[src/sv/ile_pkg.sv]
// ----------------------------------------------------------------------------
// ile_pkg: shared types and constants for the indexed list engine
// Command and status codes, transfer payload structs and the control word
// that the top level broadcasts along the row of storage cells.
// ----------------------------------------------------------------------------
package ile_pkg;

    // List geometry
    localparam int DEPTH  = 16;
    localparam int WIDTH  = 32;
    localparam int IDX_W  = $clog2(DEPTH);
    localparam int POS_W  = 5;
    localparam int CNT_W  = 5;

    // Command codes; the two unused codes fall to the default arm
    typedef enum logic [2:0] {
        CMD_APPEND = 3'd0,
        CMD_REMOVE = 3'd1,
        CMD_INSERT = 3'd2,
        CMD_ERASE  = 3'd3,
        CMD_READ   = 3'd4,
        CMD_CLEAR  = 3'd5
    } cmd_e;

    // Status codes
    typedef enum logic [1:0] {
        ST_OK    = 2'd0,
        ST_FULL  = 2'd1,
        ST_EMPTY = 2'd2,
        ST_RANGE = 2'd3
    } status_e;

    // Request transfer
    typedef struct packed {
        logic [2:0]       cmd;
        logic [POS_W-1:0] position;
        logic [31:0]      value;
    } req_t;

    // Response transfer
    typedef struct packed {
        logic [31:0]      read_value;
        logic [CNT_W-1:0] entry_count;
        logic [1:0]       status;
    } rsp_t;

    // Broadcast to every cell; at most one of ins/app/ers is set
    typedef struct packed {
        logic             ins;
        logic             app;
        logic             ers;
        logic [POS_W-1:0] pos;
        logic [CNT_W-1:0] cnt;
        logic [WIDTH-1:0] word;
    } ctrl_t;

endpackage

[src/sv/ile_cell.sv]
// ----------------------------------------------------------------------------
// ile_cell: one storage slot of the list
// Holds a single entry and, on command, loads the new word, takes its lower
// neighbour's entry (insert shift) or its upper neighbour's entry (erase).
// ----------------------------------------------------------------------------
module ile_cell (
    input  logic                    clk,
    input  ile_pkg::ctrl_t          ctrl,
    input  logic [ile_pkg::POS_W-1:0] idx,
    input  logic [ile_pkg::WIDTH-1:0] lower,
    input  logic [ile_pkg::WIDTH-1:0] upper,
    output logic [ile_pkg::WIDTH-1:0] data
);

    logic [ile_pkg::WIDTH-1:0] data_reg;
    logic [ile_pkg::WIDTH-1:0] data_next;
    logic [ile_pkg::POS_W:0]   idx_p1;

    assign idx_p1 = {1'b0, idx} + {{ile_pkg::POS_W{1'b0}}, 1'b1};

    // Slot update selection
    always_comb
    begin
        data_next = data_reg;
        priority if (ctrl.ins && idx == ctrl.pos)
        begin
            data_next = ctrl.word;
        end
        else if (ctrl.ins && idx > ctrl.pos && idx <= ctrl.cnt)
        begin
            data_next = lower;
        end
        else if (ctrl.app && idx == ctrl.cnt)
        begin
            data_next = ctrl.word;
        end
        else if (ctrl.ers && idx >= ctrl.pos && idx_p1 < {1'b0, ctrl.cnt})
        begin
            data_next = upper;
        end
        else
        begin
            // slot untouched by this command
            data_next = data_reg;
        end
    end

    // Payload only: no reset
    always_ff @(posedge clk)
    begin
        data_reg <= data_next;
    end

    assign data = data_reg;

endmodule

[src/sv/indexed_list_engine_top.sv]
// ----------------------------------------------------------------------------
// indexed_list_engine_top: fixed-capacity ordered list of words
// Append, remove tail, insert, erase, read and clear over a row of cells
// that shift all entries together; one response per request.
// ----------------------------------------------------------------------------
//  channel | direction | handshake            | payload
//  req     | in        | req_valid/req_ready  | req  (cmd, position, value)
//  rsp     | out       | rsp_valid/rsp_ready  | rsp  (read_value, entry_count,
//          |           |                      |       status)
//
// One request per cycle unless the response stalls; its response is registered
// and appears the cycle after the transfer. The whole row of cells shifts
// together, so insert and erase cost the same as append. Reset clears the
// count and the response valid flag; entry contents are not reset. A stalled
// response holds the next request back only while it is itself not taken.
// ----------------------------------------------------------------------------
module indexed_list_engine_top (
    input  logic          clk,
    input  logic          rst_n,
    input  logic          req_valid,
    output logic          req_ready,
    input  ile_pkg::req_t req,
    output logic          rsp_valid,
    input  logic          rsp_ready,
    output ile_pkg::rsp_t rsp
);

    logic [ile_pkg::CNT_W-1:0] count_reg;
    logic [ile_pkg::CNT_W-1:0] count_next;
    logic                      rsp_valid_reg;
    logic                      rsp_valid_next;
    ile_pkg::rsp_t             rsp_reg;
    ile_pkg::rsp_t             rsp_next;
    ile_pkg::ctrl_t            ctrl;
    ile_pkg::status_e          status;
    logic [31:0]               read_word;
    logic                      req_fire;
    logic                      is_full;
    logic                      is_empty;
    logic [ile_pkg::WIDTH-1:0] cell_data [ile_pkg::DEPTH];

    assign req_ready = !rsp_valid_reg || rsp_ready;
    assign req_fire  = req_valid && req_ready;
    assign is_full   = count_reg >= ile_pkg::CNT_W'(ile_pkg::DEPTH);
    assign is_empty  = count_reg == '0;

    // Command decode: status, new count and cell control
    always_comb
    begin
        status     = ile_pkg::ST_OK;
        count_next = count_reg;
        ctrl       = '0;
        ctrl.pos   = req.position;
        ctrl.cnt   = count_reg;
        ctrl.word  = req.value[ile_pkg::WIDTH-1:0];
        read_word  = '0;
        unique case (ile_pkg::cmd_e'(req.cmd))
            ile_pkg::CMD_APPEND:
            begin
                if (is_full)
                begin
                    status = ile_pkg::ST_FULL;
                end
                else
                begin
                    ctrl.app   = req_fire;
                    count_next = count_reg + 1'b1;
                end
            end
            ile_pkg::CMD_REMOVE:
            begin
                if (is_empty)
                begin
                    status = ile_pkg::ST_EMPTY;
                end
                else
                begin
                    count_next = count_reg - 1'b1;
                end
            end
            ile_pkg::CMD_INSERT:
            begin
                if (is_full)
                begin
                    status = ile_pkg::ST_FULL;
                end
                else if (req.position > count_reg)
                begin
                    status = ile_pkg::ST_RANGE;
                end
                else
                begin
                    ctrl.ins   = req_fire;
                    count_next = count_reg + 1'b1;
                end
            end
            ile_pkg::CMD_ERASE:
            begin
                if (is_empty)
                begin
                    status = ile_pkg::ST_EMPTY;
                end
                else if (req.position >= count_reg)
                begin
                    status = ile_pkg::ST_RANGE;
                end
                else
                begin
                    ctrl.ers   = req_fire;
                    count_next = count_reg - 1'b1;
                end
            end
            ile_pkg::CMD_READ:
            begin
                if (req.position >= count_reg)
                begin
                    status = ile_pkg::ST_RANGE;
                end
                else
                begin
                    read_word = 32'(cell_data[req.position[ile_pkg::IDX_W-1:0]]);
                end
            end
            ile_pkg::CMD_CLEAR:
            begin
                count_next = '0;
            end
            default:
            begin
            end
        endcase
    end

    // Row of storage cells
    for (genvar g = 0; g < ile_pkg::DEPTH; g++)
    begin : g_cell
        logic [ile_pkg::WIDTH-1:0] lower;
        logic [ile_pkg::WIDTH-1:0] upper;
        if (g == 0)
        begin : g_first
            assign lower = '0;
        end
        else
        begin : g_mid_lo
            assign lower = cell_data[g-1];
        end
        if (g == ile_pkg::DEPTH - 1)
        begin : g_last
            assign upper = '0;
        end
        else
        begin : g_mid_hi
            assign upper = cell_data[g+1];
        end
        ile_cell u_cell (
            .clk   (clk),
            .ctrl  (ctrl),
            .idx   (ile_pkg::POS_W'(g)),
            .lower (lower),
            .upper (upper),
            .data  (cell_data[g])
        );
    end

    // Response register next values
    always_comb
    begin
        rsp_valid_next = rsp_valid_reg && !rsp_ready;
        rsp_next       = rsp_reg;
        if (req_fire)
        begin
            rsp_valid_next       = 1'b1;
            rsp_next.read_value  = read_word;
            rsp_next.entry_count = count_next;
            rsp_next.status      = status;
        end
    end

    // Control state
    always_ff @(posedge clk or negedge rst_n)
    begin
        if (!rst_n)
        begin
            count_reg     <= '0;
            rsp_valid_reg <= 1'b0;
        end
        else
        begin
            rsp_valid_reg <= rsp_valid_next;
            if (req_fire)
            begin
                count_reg <= count_next;
            end
        end
    end

    // Response payload
    always_ff @(posedge clk)
    begin
        rsp_reg <= rsp_next;
    end

    assign rsp_valid = rsp_valid_reg;
    assign rsp       = rsp_reg;

`ifndef SYNTH
    a_count_bound: assert property (@(posedge clk) disable iff (!rst_n)
        count_reg <= ile_pkg::CNT_W'(ile_pkg::DEPTH))
        else $error("list count above capacity");

    a_rsp_follows: assert property (@(posedge clk) disable iff (!rst_n)
        req_fire |=> rsp_valid_reg && rsp_reg.entry_count == count_reg)
        else $error("response missing or count mismatch after transfer");

    a_rd_zero: assert property (@(posedge clk) disable iff (!rst_n)
        req_fire && req.cmd != ile_pkg::CMD_READ |=> rsp_reg.read_value == '0)
        else $error("non-read response carries data");

    a_full_cnt: assert property (@(posedge clk) disable iff (!rst_n)
        rsp_valid_reg && rsp_reg.status == ile_pkg::ST_FULL
        |-> rsp_reg.entry_count == ile_pkg::CNT_W'(ile_pkg::DEPTH))
        else $error("full status while list not full");
`endif

endmodule
[config.mk]
export PLATFORM = sky130hd
export DESIGN_NAME = indexed_list_engine_top
export DESIGN_NICKNAME = d
export VERILOG_FILES = /design/src/sv/ile_pkg.sv /design/src/sv/ile_cell.sv /design/src/sv/indexed_list_engine_top.sv
export SDC_FILE = /design/constraint.sdc
export NUM_CORES = 1
export LEC_CHECK = 0
export BUFFER_PORTS_ARGS = -buffer_cell sky130_fd_sc_hd__clkbuf_2
export CORE_ASPECT_RATIO = 2
export CORE_MARGIN = 5
export CORE_UTILIZATION = 45
export CTS_BUF_LIST = sky130_fd_sc_hd__clkbuf_16
export CTS_CLUSTER_DIAMETER = 60
export DETAILED_ROUTE_END_ITERATION = 10
export HOLD_SLACK_MARGIN = 0.06
export SETUP_SLACK_MARGIN = 0.5
export SLEW_MARGIN = 20
export SYNTH_ARGS = -nofsm -noshare
export SYNTH_HDL_FRONTEND = slang
export SYNTH_SLANG_ARGS = --single-unit
[constraint.sdc]
create_clock -name clk -period 8.7 [get_ports clk]
set_clock_uncertainty 0.15 [all_clocks]
set_input_delay 1.74 -clock clk [delete_from_list [all_inputs] [get_ports clk]]
set_output_delay 1.74 -clock clk [all_outputs]
set_load 0.03 [all_outputs]
==> results.toml <==
[status]
status = "finished, final reports clean"

[finish]
finalInstanceArea_mm2 = 0.0343
drive_gt1_share_pct = 22.7
largest_reg_flops = 512
final_util_pct = 49.5
fin_nets = 2572
multiInputGateArea_mm2 = 0.0131
fillCellCount = 6127
regArea_mm2 = 0.0167
area_growth_pct = 9.40
stdcell_count = 3463

[critical_path]
r2r_cells = 11
critPathCaptureType = "register"
r2r_slack_ps = 3020
worstSetupPathType = "in -> reg"
cp-start-kind = "input pin"
r2r_end = "g_cell[6].u_cell.data[12]"
r2r_start = "count_reg[2]"
crit_arrival_ps = 6210
critPathRequiredTime_ps = 8890
crit_fanout = 87

[synthesis]
yosysSeqAreaShare_pct = 53.2
yosysWarnings = 0
syn-cell-area_mm2 = 0.0314
synthTopCellsByArea = "edfxtp_1, mux4_2, o22ai_1, a21oi_1, inv_1"
ys_types = 78
syn_area_per_cell_um2 = 12.3
synth_flop_cell = "edfxtp_1"
synth_top_cell_area_share_pct = 52.7
yosysTopAreaCell = "edfxtp_1"
synthCells = 2557
synth_edf_count = 551
ys_ff_latch = 557
syn_nets = 2611
async_flop_share_pct = 1.08

[clock_tree]
cts_root_buf = "clkbuf_16"
ctsResizeCount = 0
h-tree-depth = 2
clock_latency_ps = 650
cts_buffers = 53
cts_buffer_depth = 3
hold_buffers = 0
cts.sinks = 557
cts_tree = "built"
clk_pin_slew_ps = 60
post_cts_buffers = 0

[floorplan]
fp-row-count = 137
start_util_pct = 45.2
dieArea_mm2 = 0.0754
ios = 85
dieWidth_um = 197
die_y_um = 383
core_mm2 = 0.0694

[placement]
placed_area_mm2 = 0.0327
gp_congestion = 0.973
dp.cells = 3365
dpl.hpwl_um = 72500
numPortBuffers = 84
dp_slack_ps = 2140

[detailed_routing]
drc = 0
vias = 24900
wl_per_cell_um = 34.2
wl_um = 118000
first_pass_iters = 6
first_iter_violations = 3421
vias_per_cell = 7.18
ant_nets = 0

[worst_hold_path]
min-delay-start = "g_cell[2].u_cell.data[30]"
hold_path_depth = 1
hp-class = "reg -> reg"
holdPathEnd = "g_cell[1].u_cell.data[30]"

[power_and_ir_drop]
power_density_mw_per_mm2 = 176
total_power_mw = 6.05
ir_drop_mv = 0.208
power.leakage_nw = 11.7

[timing]
fin_crit_ps = 6020
fmax_mhz = 166
slew_headroom_pct = 16.8
finalSetupViolations = 0
period_share_pct = 69.2
rsz0062_at_grt = "no"
slew_viol_final = 0
final-hold-violation-count = 0
fin_ws_ps = 2680
holdWs_ps = 445
setup_tns_ps = 0
worst_slew_pin_slew_ps = 1250

[global_routing]
grt_pass1_vias = 24500
grt_max_degree = 88
grt_pass1_wl_um = 170000
grt_overflow = 0
antenna_found_initial = 1
track_usage_pct = 30.4

[flow_run]
cap_violations = 0
power breakdown:
part | internal (mW) | total [mW] | switching, mW | leakage, nW
Combinational | 0.243 | 0.759 | 0.515 | 5.92
Clock | 1.18 | 2.25 | 1.07 | 0.822
Sequential | 2.98 | 3.05 | 0.0690 | 5.00
synthesized netlist by cell type (7+ instances only):
library cell and n:
a221o_1 44, a21o_1 36, nand3_1 21, a32oi_1 7, and3_1 10, nor2b_1 39
o31ai_1 10, ha_1 10, or3_1 12, o22ai_1 231, o221a_2 63, edfxtp_1 551
nor2_1 138, nand2_1 76, o22a_1 59, mux4_2 160, buf_2 63, a21oi_1 251
mux2_2 32, buf_6 13, clkbuf_1 150, a22oi_1 24, o21ai_0 46, nor4_1 7
and2_1 8, inv_1 241, o22ai_2 30, a22o_1 35, nor3_1 18, o21a_1 62
buf_1 8, buf_4 8
cell type report:
type                    count  area share, %
multi-input cells        1515           38.0
diodes                      1        0.00729
clock inverters            42          0.718
clock buffers              54           3.94
flip-flops and latches    557           48.6
inverters                 243           2.66
repair buffers            148           2.74
well taps                 903           3.29
cell families (layout without fill, tap and decap cells):
logic type | count (synthesis) | count (layout) | synth area share [%]
mux | 192 | 192 | 12.6
flops | 557 | 557 | 53.2
xor+xnor | 1 | 1 | 0.0279
buf+inv | 485 | 487 | 6.46
compound gates | 949 | 949 | 21.6
simple gates | 363 | 363 | 5.64
fa+ha+maj | 10 | 10 | 0.399
other cells | 0 | 1 | 0
metal layers:
metal  track usage [%]  wire [um]
met2              48.5      55100
met3              5.77      12200
met1              38.8      42300
met5                 0          0
met4              17.5       8700
layout by cell type (no fill, tap or decap), types with 9 or more instances in the layout:
cell / n
a21o_1: 35
a21oi_1: 242
a221o_1: 44
a22o_1: 34
a22oi_1: 24
and3_1: 10
buf_4: 62
clkbuf_16: 54
clkbuf_2: 81
clkinv_1: 22
edfxtp_1: 551
ha_1: 10
inv_1: 250
mux2_2: 32
mux4_2: 160
nand2_1: 76
nand3_1: 12
nand3_2: 10
nor2_1: 138
nor2b_1: 39
nor3_1: 18
o21a_1: 61
o21ai_0: 42
o221a_2: 63
o22a_1: 59
o22ai_1: 231
o22ai_2: 30
or3_1: 9
worst max path at each step:
stage / end / slack [ps] / startpoint
floorplan: g_cell[2].u_cell.data[0] / 790 / rsp_ready
global placement: g_cell[6].u_cell.data[26] / 2180 / req[34]
detailed placement: g_cell[6].u_cell.data[27] / 2140 / req[34]
CTS: g_cell[6].u_cell.data[16] / 2790 / req[34]
global route: g_cell[6].u_cell.data[16] / 2600 / req[34]
finish: g_cell[6].u_cell.data[12] / 2680 / req[34]
critical path, cell delays in order:
cell and delay, ps:
buf_6 630, ha_1 360, o211ai_2 150, a21oi_2 260
o21ai_4 60, buf_4 300, a21oi_4 170, buf_4 530
and2_2 1020, o31ai_4 510, buf_4 410
Note: power is estimated with default switching activity, not from simulation.
